## src/design/llca_pkg.sv

```systemverilog
`default_nettype none
package llca_pkg;

    localparam int CELL_W  = 16;
    localparam int MASK_W  = 9;
    localparam int RULE_W  = 8;
    localparam int COUNT_W = 4;
    localparam int LANES   = 4;
    localparam int PADDR_W = 5;
    localparam int PDATA_W = 32;

    typedef enum logic [2:0] {
        REG_BIRTH_MASK   = 3'd0,
        REG_SURVIVE_MASK = 3'd1,
        REG_HEX_MODE     = 3'd2,
        REG_WOLFRAM_MODE = 3'd3,
        REG_WOLFRAM_RULE = 3'd4
    } reg_idx_t;

    typedef struct packed {
        logic [MASK_W-1:0] birth;
        logic [MASK_W-1:0] survive;
        logic              hex;
        logic              wolfram;
        logic [RULE_W-1:0] rule;
    } rule_t;

    function automatic logic [MASK_W-1:0] mirror9(input logic [MASK_W-1:0] m);
        logic [MASK_W-1:0] out;
        for (int j = 0; j < MASK_W; j++) begin
            out[j] = m[MASK_W-1-j];
        end
        return out;
    endfunction

endpackage
`default_nettype wire

```

## src/design/life_like_ca_block_update.sv

```systemverilog
// Channel  Direction  Ports                                   Transfer
// s_       in         s_cell_block[15:0], s_odd_generation    s_valid & s_ready
// m_       out        m_next_cells[3:0]                       m_valid & m_ready
// apb      in/out     psel penable pwrite paddr pwdata prdata write when psel&penable&pwrite
//
// One item per cycle unless m_ready stalls; each result appears in the cycle after
// its transfer, from the single output register after the four cell lanes.
// s_ready is high whenever the output register is empty or being drained.
// A stall on m_ready holds the result and blocks new input transfers.
// Reset (aresetn low, synchronous) empties the output and restores the rule.
`default_nettype none
module life_like_ca_block_update
    import llca_pkg::*;
(
    input  wire                aclk,
    input  wire                aresetn,
    input  wire                s_valid,
    output logic               s_ready,
    input  wire [CELL_W-1:0]   s_cell_block,
    input  wire                s_odd_generation,
    output logic               m_valid,
    input  wire                m_ready,
    output logic [LANES-1:0]   m_next_cells,
    input  wire                psel,
    input  wire                penable,
    input  wire                pwrite,
    input  wire [PADDR_W-1:0]  paddr,
    input  wire [PDATA_W-1:0]  pwdata,
    output logic [PDATA_W-1:0] prdata,
    output logic               pready
);

    logic [MASK_W-1:0] birth_mask_reg;
    logic [MASK_W-1:0] survive_mask_reg;
    logic              hex_mode_reg;
    logic              wolfram_mode_reg;
    logic [RULE_W-1:0] wolfram_rule_reg;
    logic              m_valid_reg;
    logic              m_valid_next;
    logic [LANES-1:0]  next_cells_reg;
    logic [LANES-1:0]  next_cells_next;
    logic [LANES-1:0]  lane_out;
    logic              wr_en;
    reg_idx_t          reg_idx;
    rule_t             cfg;
    rule_t             eff;

    assign pready  = 1'b1;
    assign wr_en   = psel && penable && pwrite && pready;
    assign reg_idx = reg_idx_t'(paddr[4:2]);

    always_ff @(posedge aclk) begin
        if (!aresetn) begin
            birth_mask_reg   <= MASK_W'(8);
            survive_mask_reg <= MASK_W'(12);
            hex_mode_reg     <= 1'b0;
            wolfram_mode_reg <= 1'b0;
            wolfram_rule_reg <= '0;
        end else if (wr_en) begin
            unique case (reg_idx)
                REG_BIRTH_MASK:   birth_mask_reg   <= pwdata[MASK_W-1:0];
                REG_SURVIVE_MASK: survive_mask_reg <= pwdata[MASK_W-1:0];
                REG_HEX_MODE:     hex_mode_reg     <= pwdata[0];
                REG_WOLFRAM_MODE: wolfram_mode_reg <= pwdata[0];
                REG_WOLFRAM_RULE: wolfram_rule_reg <= {pwdata[RULE_W-1:1], 1'b0};
                default: ;
            endcase
        end
    end

    always_comb begin
        unique case (reg_idx)
            REG_BIRTH_MASK:   prdata = PDATA_W'(birth_mask_reg);
            REG_SURVIVE_MASK: prdata = PDATA_W'(survive_mask_reg);
            REG_HEX_MODE:     prdata = PDATA_W'(hex_mode_reg);
            REG_WOLFRAM_MODE: prdata = PDATA_W'(wolfram_mode_reg);
            REG_WOLFRAM_RULE: prdata = PDATA_W'(wolfram_rule_reg);
            default:          prdata = '0;
        endcase
    end

    assign cfg = '{birth:   birth_mask_reg,
                   survive: survive_mask_reg,
                   hex:     hex_mode_reg,
                   wolfram: wolfram_mode_reg,
                   rule:    wolfram_rule_reg};

    llca_rule_sel u_rule_sel (
        .cfg            (cfg),
        .odd_generation (s_odd_generation),
        .eff            (eff)
    );

    for (genvar g = 0; g < LANES; g++) begin : g_lane
        llca_lane #(
            .ROW (1 + g / 2),
            .COL (1 + g % 2)
        ) u_lane (
            .cell_block (s_cell_block),
            .rule       (eff),
            .next_cell  (lane_out[g])
        );
    end

    assign s_ready = !m_valid_reg || m_ready;

    always_comb begin
        m_valid_next    = m_valid_reg;
        next_cells_next = next_cells_reg;
        if (s_valid && s_ready) begin
            m_valid_next    = 1'b1;
            next_cells_next = lane_out;
        end else if (m_ready) begin
            m_valid_next = 1'b0;
        end
    end

    always_ff @(posedge aclk) begin
        if (!aresetn) begin
            m_valid_reg <= 1'b0;
        end else begin
            m_valid_reg <= m_valid_next;
        end
    end

    always_ff @(posedge aclk) begin
        next_cells_reg <= next_cells_next;
    end

    assign m_valid      = m_valid_reg;
    assign m_next_cells = next_cells_reg;

    a_reset_empty: assert property (@(posedge aclk) !aresetn |=> !m_valid_reg)
        else $error("output not empty after reset");

    a_transfer_fills: assert property (@(posedge aclk) disable iff (!aresetn)
        s_valid && s_ready |=> m_valid_reg)
        else $error("accepted item lost");

    a_backpressure: assert property (@(posedge aclk) disable iff (!aresetn)
        m_valid_reg && !m_ready |-> !s_ready)
        else $error("input taken while result stalled");

    a_rule_even: assert property (@(posedge aclk) disable iff (!aresetn)
        wolfram_rule_reg[0] == 1'b0)
        else $error("elementary rule bit 0 set");

    a_wolfram_live: assert property (@(posedge aclk) disable iff (!aresetn)
        s_valid && s_ready && wolfram_mode_reg && s_cell_block[5] |=> m_next_cells[0])
        else $error("live cell died in elementary mode");

endmodule
`default_nettype wire

```

## src/design/llca_rule_sel.sv

```systemverilog
`default_nettype none
module llca_rule_sel
    import llca_pkg::*;
(
    input  var rule_t cfg,
    input  wire       odd_generation,
    output var rule_t eff
);

    always_comb begin
        eff = cfg;
        if (!cfg.wolfram && cfg.birth[0]) begin
            priority if (cfg.survive[MASK_W-1]) begin
                eff.birth   = mirror9(~cfg.survive);
                eff.survive = mirror9(~cfg.birth);
            end else if (!odd_generation) begin
                eff.birth   = ~cfg.birth;
                eff.survive = ~cfg.survive;
            end else begin
                eff.birth   = mirror9(cfg.survive);
                eff.survive = mirror9(cfg.birth);
            end
        end
    end

endmodule
`default_nettype wire

```

## src/design/llca_lane.sv

```systemverilog
`default_nettype none
module llca_lane
    import llca_pkg::*;
#(
    parameter int ROW = 1,
    parameter int COL = 1
) (
    input  wire [CELL_W-1:0] cell_block,
    input  var rule_t        rule,
    output logic             next_cell
);

    localparam int CTR = ROW * 4 + COL;
    localparam int UP  = CTR - 4;
    localparam int DN  = CTR + 4;

    logic               centre;
    logic [COUNT_W-1:0] hex_count;
    logic [COUNT_W-1:0] count;
    logic [2:0]         w_idx;

    assign centre = cell_block[CTR];

    always_comb begin
        hex_count = COUNT_W'(cell_block[UP-1]) + COUNT_W'(cell_block[UP])
                  + COUNT_W'(cell_block[CTR-1]) + COUNT_W'(cell_block[CTR+1])
                  + COUNT_W'(cell_block[DN]) + COUNT_W'(cell_block[DN+1]);
        count = hex_count;
        if (!rule.hex) begin
            count = hex_count + COUNT_W'(cell_block[UP+1]) + COUNT_W'(cell_block[DN-1]);
        end
    end

    assign w_idx = {cell_block[DN+1], cell_block[DN], cell_block[DN-1]};

    always_comb begin
        if (rule.wolfram) begin
            next_cell = centre | rule.rule[w_idx];
        end else if (centre) begin
            next_cell = rule.survive[count];
        end else begin
            next_cell = rule.birth[count];
        end
    end

endmodule
`default_nettype wire
```

## config.mk

```make
export PLATFORM = sky130hd
export DESIGN_NAME = life_like_ca_block_update
export DESIGN_NICKNAME = d
export VERILOG_FILES = /design/src/design/llca_pkg.sv /design/src/design/life_like_ca_block_update.sv /design/src/design/llca_rule_sel.sv /design/src/design/llca_lane.sv
export SDC_FILE = /design/constraint.sdc
export NUM_CORES = 1
export LEC_CHECK = 0
export ABC_AREA = 1
export BUFFER_PORTS_ARGS = -buffer_cell sky130_fd_sc_hd__buf_2
export CELL_PAD_IN_SITES_DETAIL_PLACEMENT = 1
export CELL_PAD_IN_SITES_GLOBAL_PLACEMENT = 1
export CORE_UTILIZATION = 30
export DETAILED_ROUTE_END_ITERATION = 10
export GPL_ROUTABILITY_DRIVEN = 0
export PLACE_DENSITY_LB_ADDON = 0.25
export SLEW_MARGIN = 25
export SYNTH_ARGS = -nofsm -noshare
export SYNTH_HDL_FRONTEND = slang
export SYNTH_HIERARCHICAL = 1
export SYNTH_SLANG_ARGS = --single-unit
```

## constraint.sdc

```tcl
create_clock -name aclk -period 4.6 [get_ports aclk]
set_input_delay 0.92 -clock aclk [delete_from_list [all_inputs] [get_ports aclk]]
set_output_delay 0.92 -clock aclk [all_outputs]
set_load 0.005 [all_outputs]
```

; Yosys cells after proc, flatten, opt, wreduce, memory -nomap -nowiden
; Cells that the tools add are included.
; Widths: inputs -> output; s select.
[totals]
inputBits = 61
wordCells = 109
ram_bits = 0
output_inout_bits = 39
latch_bits = 0
ff_bits = 32
memories = 0
romBits = 0
[op_classes]
mux = 42
order_cmp = 8
div_mod_pow = 0
n_eq_ne = 4
add_sub_neg = 28
n_reduce_logical = 14
n_bitwise = 6
n_mul = 0
n_shift = 0
[op_table]
columns = operator, n
row1 = $add 4x1->4, 24
row2 = $mux 18, 3
row3 = $pmux 9 s5, 1
row4 = $bmux 1 s4, 8
row5 = $mux 1, 22
row6 = $lt 4x5->1 const B, 4
row7 = $not 9->9, 2
row8 = $lt 3x4->1 const B, 4
row9 = $mux 4, 4
row10 = $bmux 1 s3, 4
row11 = $reduce_and 2->1, 5
row12 = $add 1x1->2, 4
row13 = $eq 3x2->1 const B, 2
row14 = $logic_and 1x1->1, 4
row15 = $or 1x1->1, 4
row16 = $eq 3x1->1 const B, 1
row17 = $eq 3x3->1 const B, 1
row18 = $logic_not 3->1, 1
row19 = $logic_not 1->1, 2
row20 = $reduce_bool 2->1, 1
row21 = $logic_or 1x1->1, 1

; Depth between registers and ports, before layout
[logic_depth]
word_depth = 12
depth_mapped = 18
depth_no_buf = 18

; By module
; Netlist, hierarchy kept.
[by_module_without_submodules]
columns = module, cells_each, seq_area_each_um2, n_inst, area_each_um2
row1 = life_like_ca_block_update, 246, 680.7, 1, 1767.9
row2 = llca_lane at g_lane[2].u_lane ..., 104, 0.0, 2, 573.0
row3 = llca_rule_sel, 186, 0.0, 1, 822.0
row4 = llca_lane at g_lane[1].u_lane, 108, 0.0, 1, 580.6
row5 = llca_lane at g_lane[0].u_lane, 103, 0.0, 1, 566.8

; Least setup slack after synthesis
; No wires, ideal clock.
[synth_path]
path_kind = input-to-reg
startpoint = in s_cell_block[5]
endpoint = reg next_cells_reg[3] (netlist: m_next_cells[3]), data pin
arrival_time_ps = 3689
setup_ps = 253
n_path_buf = 0
t_required_ps = 4347
path_stages = 17
path_slack_ps = 659
path_cell_list = fa_1 > inv_1 > fa_1 > inv_1 > ha_1 > inv_1 > fa_1 > inv_1 > ha_1 > o21ai_2 > inv_1 > nand3_1 > nand2_1 > a21oi_1 > nor2_1 > nor2_1 > nor2_1
[synth_via]
elab_chain_len = 12
word_cells_on_any_way = 14
classes_between = add/sub: 7 / mux: 7
[synth_lines]
columns = element, line_no
row1 = from (decl), life_like_ca_block_update.sv:19  ; input wire [CELL_W-1:0] s_cell_block,
row2 = $add 1x1->2 *, llca_lane.sv:25  ; hex_count = COUNT_W'(cell_block[UP-1]) + COUNT_W'(cell_block[UP])
row3 = $add 4x1->4 * (2 in a row), llca_lane.sv:26  ; + COUNT_W'(cell_block[CTR-1]) + COUNT_W'(cell_block[CTR+1])
row4 = $add 4x1->4 * (2 in a row), llca_lane.sv:27  ; + COUNT_W'(cell_block[DN]) + COUNT_W'(cell_block[DN+1]);
row5 = $add 4x1->4 (2 in a row), llca_lane.sv:30  ; count = hex_count + COUNT_W'(cell_block[UP+1]) + COUNT_W'(cell_block[DN-1]);
row6 = $mux 4 *, llca_lane.sv:29  ; if (!rule.hex) begin
row7 = $bmux 1 s4 (on tied branches), "llca_lane.sv:42, llca_lane.sv:40"
row8 = $mux 1 (on tied branches), "llca_lane.sv:42, llca_lane.sv:40"
row9 = $mux 1 *, llca_lane.sv:39  ; end else if (centre) begin
row10 = $mux 1 *, llca_lane.sv:37  ; if (rule.wolfram) begin
row11 = net lane_out[3], life_like_ca_block_update.sv:42  ; logic [LANES-1:0] lane_out;
row12 = to (signal assigned), life_like_ca_block_update.sv:127  ; next_cells_reg <= next_cells_next;
row13 = to (decl), life_like_ca_block_update.sv:40  ; logic [LANES-1:0] next_cells_reg;
; Mark *: on every way through the listed nets, which the timed path passes. The rest lies on a longest branch. The select of a mux whose other input is x is not followed.
; A chain may end at the register's enable or synchronous reset.

; Worst setup path in the final report
[layout_path]
startpoint = in s_cell_block[5]
endpoint = reg next_cells_reg[2] (netlist: m_next_cells[2]), data pin
; Same word-level chain as after synthesis.

==> flow_metrics.py <==
metrics = {
    "floorplanning": {
        "io_pins": 100,
        "coreArea_sq_um": 15890,
        "die_h_um": 129.6,
        "dieArea_sq_um": 16790,
        "rows": 46,
        "die_w_um": 129.6,
        "start_util": 0.3074,
    },
    "worst_hold_path": {
        "holdPathStages": 2,
        "whs_endpoint": "m_valid",
        "min-delay-start": "m_valid",
        "hp-class": "flip-flop to flip-flop",
    },
    "cells_and_area": {
        "nets": 977,
        "design_area_sq_um": 5290,
        "fill_cells": 2255,
        "antenna_cells": 0,
        "fin_util": 0.3330,
        "regArea_sq_um": 680.7,
        "multiInputGateArea_sq_um": 3244,
        "drive_gt1_frac": 0.1430,
        "layout-area-overhead-vs-synth_pct": 8.327,
        "mostFrequentLayoutCells": "255 x nand2_1, 146 x inv_1, 132 x nand3_1",
        "layout_commonest_cell": "nand2_1",
    },
    "power": {
        "max-vdd-ir-drop_uv": 203.6,
        "p_leak_nw": 2.858,
        "p_per_area_nw_per_um2": 282.4,
    },
    "sta": {
        "slew_viol_final": 0,
        "slew_headroom": 0.4875,
        "tns_ps": 0,
        "finalCriticalPeriod_ps": 4125,
        "min_period_over_period": 0.8967,
        "finalSetupViolations": 0,
        "skew_ps": 4.243,
        "hold_viol": 0,
        "rsz0062_at_grt": "false",
        "max_freq_ghz": 0.2424,
        "worstMarginPinSlew_ps": 767.8,
    },
    "placement": {
        "postPlaceCellArea_sq_um": 5137,
        "portBuffers": 50,
        "hpwl_um": 12120,
    },
    "yosys": {
        "ys_types": 32,
        "netlist_area_sq_um": 4883,
        "syn_inst": 851,
        "async_flop_share": 0,
        "yosysWarnings": 6,
        "synth-edff-count": 4,
        "synth-main-ff-cell": "dfxtp_1",
        "synth_top_area_cell": "nand2_1",
        "synth_seq_cells": 32,
        "avgSynthCellArea_sq_um": 5.738,
        "synth.top_cell.area_share": 0.1960,
        "synth_seq_area_share": 0.1394,
        "synth_area_leaders": "nand2_1 20%, nand3_1 14%, dfxtp_1 11%",
    },
    "global_routing": {
        "grtUsageTotal": 0.1917,
        "grt.overflow.total": 0,
        "grt_antenna_before_repair": 0,
        "grt_pass1_wl_um": 25040,
        "grt_max_degree": 34,
        "grt_pass1_vias": 4719,
    },
    "drt": {
        "wirelength_um": 15430,
        "ant_nets": 0,
        "first_pass_iters": 4,
        "routedWlPerCell_um": 13.97,
        "drcViolationCount": 0,
        "via_per_inst": 4.486,
        "dr.first_iter.drc_count": 209,
        "vias": 4953,
    },
    "worst_setup_path": {
        "crit_family": "adder cells",
        "cp_slowest_cell": "fa_1",
        "ff2ff_setup_slack_ps": 1820,
        "cp_data_arrival_time_ps": 4150,
        "r2r_start": "wolfram_mode_reg",
        "crit_path_start_kind": "input port",
        "cp_common_cell": "inv_1",
        "cp.required_ps": 4620,
        "path_class": "input port to flip-flop",
        "timing.rr.end": "m_next_cells[1]",
        "crit_path_end_kind": "flip-flop",
        "critPathMaxFanout": 4,
        "crit_cells": 18,
        "rr_worst_depth": 9,
        "slowest_delay_ps": 540,
        "path_cells": "buf_2 -> fa_1 -> inv_1 -> fa_1 -> inv_1 -> ha_1 -> inv_1 -> fa_1 -> inv_1 -> ha_1 -> o21ai_2 -> inv_1 -> nand3_1 -> nand2_1 -> a21oi_1 -> nor2_1 -> nor2_1 -> nor2_1",
        "critPathBufInv": 6,
    },
    "clock_network": {
        "ctsHoldBuffers": 0,
        "cts_tree": "built",
        "numClockSinks": 32,
        "clk_latency_ps": 280,
        "cts-resized-gates": 0,
        "cts_buffers": 5,
        "path_clk_slew_ps": 50,
        "cts_setup_buffers": 0,
        "htree_levels": 2,
        "cts_root_buf": "clkbuf_16",
        "ctsLongestPathBuffers": 2,
    },
    "status": {
        "status": "completed",
    },
    "job": {
        "cap_violations": 0,
    },
}
[cell families after synthesis]
| group | Yosys count | share of synthesized area |
|---|---|---|
| fa+ha+maj | 28 | 0.1025 |
| other cells | 2 | 0.001538 |
| buf+inv | 218 | 0.2139 |
| simple gates | 539 | 0.5017 |
| flops | 32 | 0.1394 |
| xor+xnor | 5 | 0.008967 |
| compound gates | 27 | 0.03202 |
[worst max-delay path by stage]
stage	slack, ps	start	to
after floorplan	660	s_cell_block[5]	m_next_cells[3]
after global placement	190	s_cell_block[5]	m_next_cells[3]
after detailed placement	200	s_cell_block[5]	m_next_cells[2]
after CTS	470	s_cell_block[5]	m_next_cells[2]
after global routing	300	s_cell_block[5]	m_next_cells[3]
final	480	s_cell_block[5]	m_next_cells[2]
[through the flow]
stage | hold WS (ps) | worst slack, ps | cells | total power, mW
2_1_floorplan | 475.0 | 658.8 | 874 | 0.9511
3_3_place_gp | 510.3 | 191.6 | 1097 | 1.160
3_5_place_dp | 512.7 | 204.5 | 1097 | 1.166
4_1_cts | 522.0 | 467.2 | 1104 | 1.512
5_1_grt | 555.2 | 299.7 | 1104 | 1.641
6_report | 514.2 | 475.3 | 1104 | 1.494
[where the power goes]
group	switching [mW]	total (mW)	internal (mW)
sequential	0.0101	0.317	0.306
combinational	0.534	0.839	0.305
clock	0.112	0.338	0.227
[cell usage after synthesis (2+ instances only)]
library cell / instances
ha_1: 8
a21oi_1: 11
buf_2: 3
conb_1: 2
dfxtp_1: 28
inv_4: 2
o21ai_2: 4
fa_1: 20
nand2_4: 9
nand3b_1: 10
nand4_1: 4
xor2_1: 5
nor2_4: 6
inv_1: 146
nand3_1: 132
nand3_2: 9
nand2_1: 255
o21ai_0: 9
nand2_2: 11
buf_6: 11
inv_2: 18
nor2_1: 100
edfxtp_1: 4
buf_4: 36
[final cells by class]
class                   instances  area share
flip-flops and latches         32      0.1287
clock buffers                   7     0.02886
multi-input cells             624      0.6133
repair buffers                 58     0.05866
inverters                     167      0.1194
well taps                     216     0.05109
[worst min-delay path: cells and delay by family (launching register included)]
family	cells	cell delay, ps
AOI/OAI and AO/OA	1	70
DFF	1	320
and+or+nand+nor	1	80
[routing by layer]
metal | part of all wire | GRT usage | wire (um)
met3 | 0.030 | 0.01239 | 467
met2 | 0.44 | 0.3039 | 6724
met4 | 0.014 | 0.04788 | 213
met5 | 0 | 0 | 0
met1 | 0.52 | 0.2806 | 8020
Power figures use the tool's default switching activity.
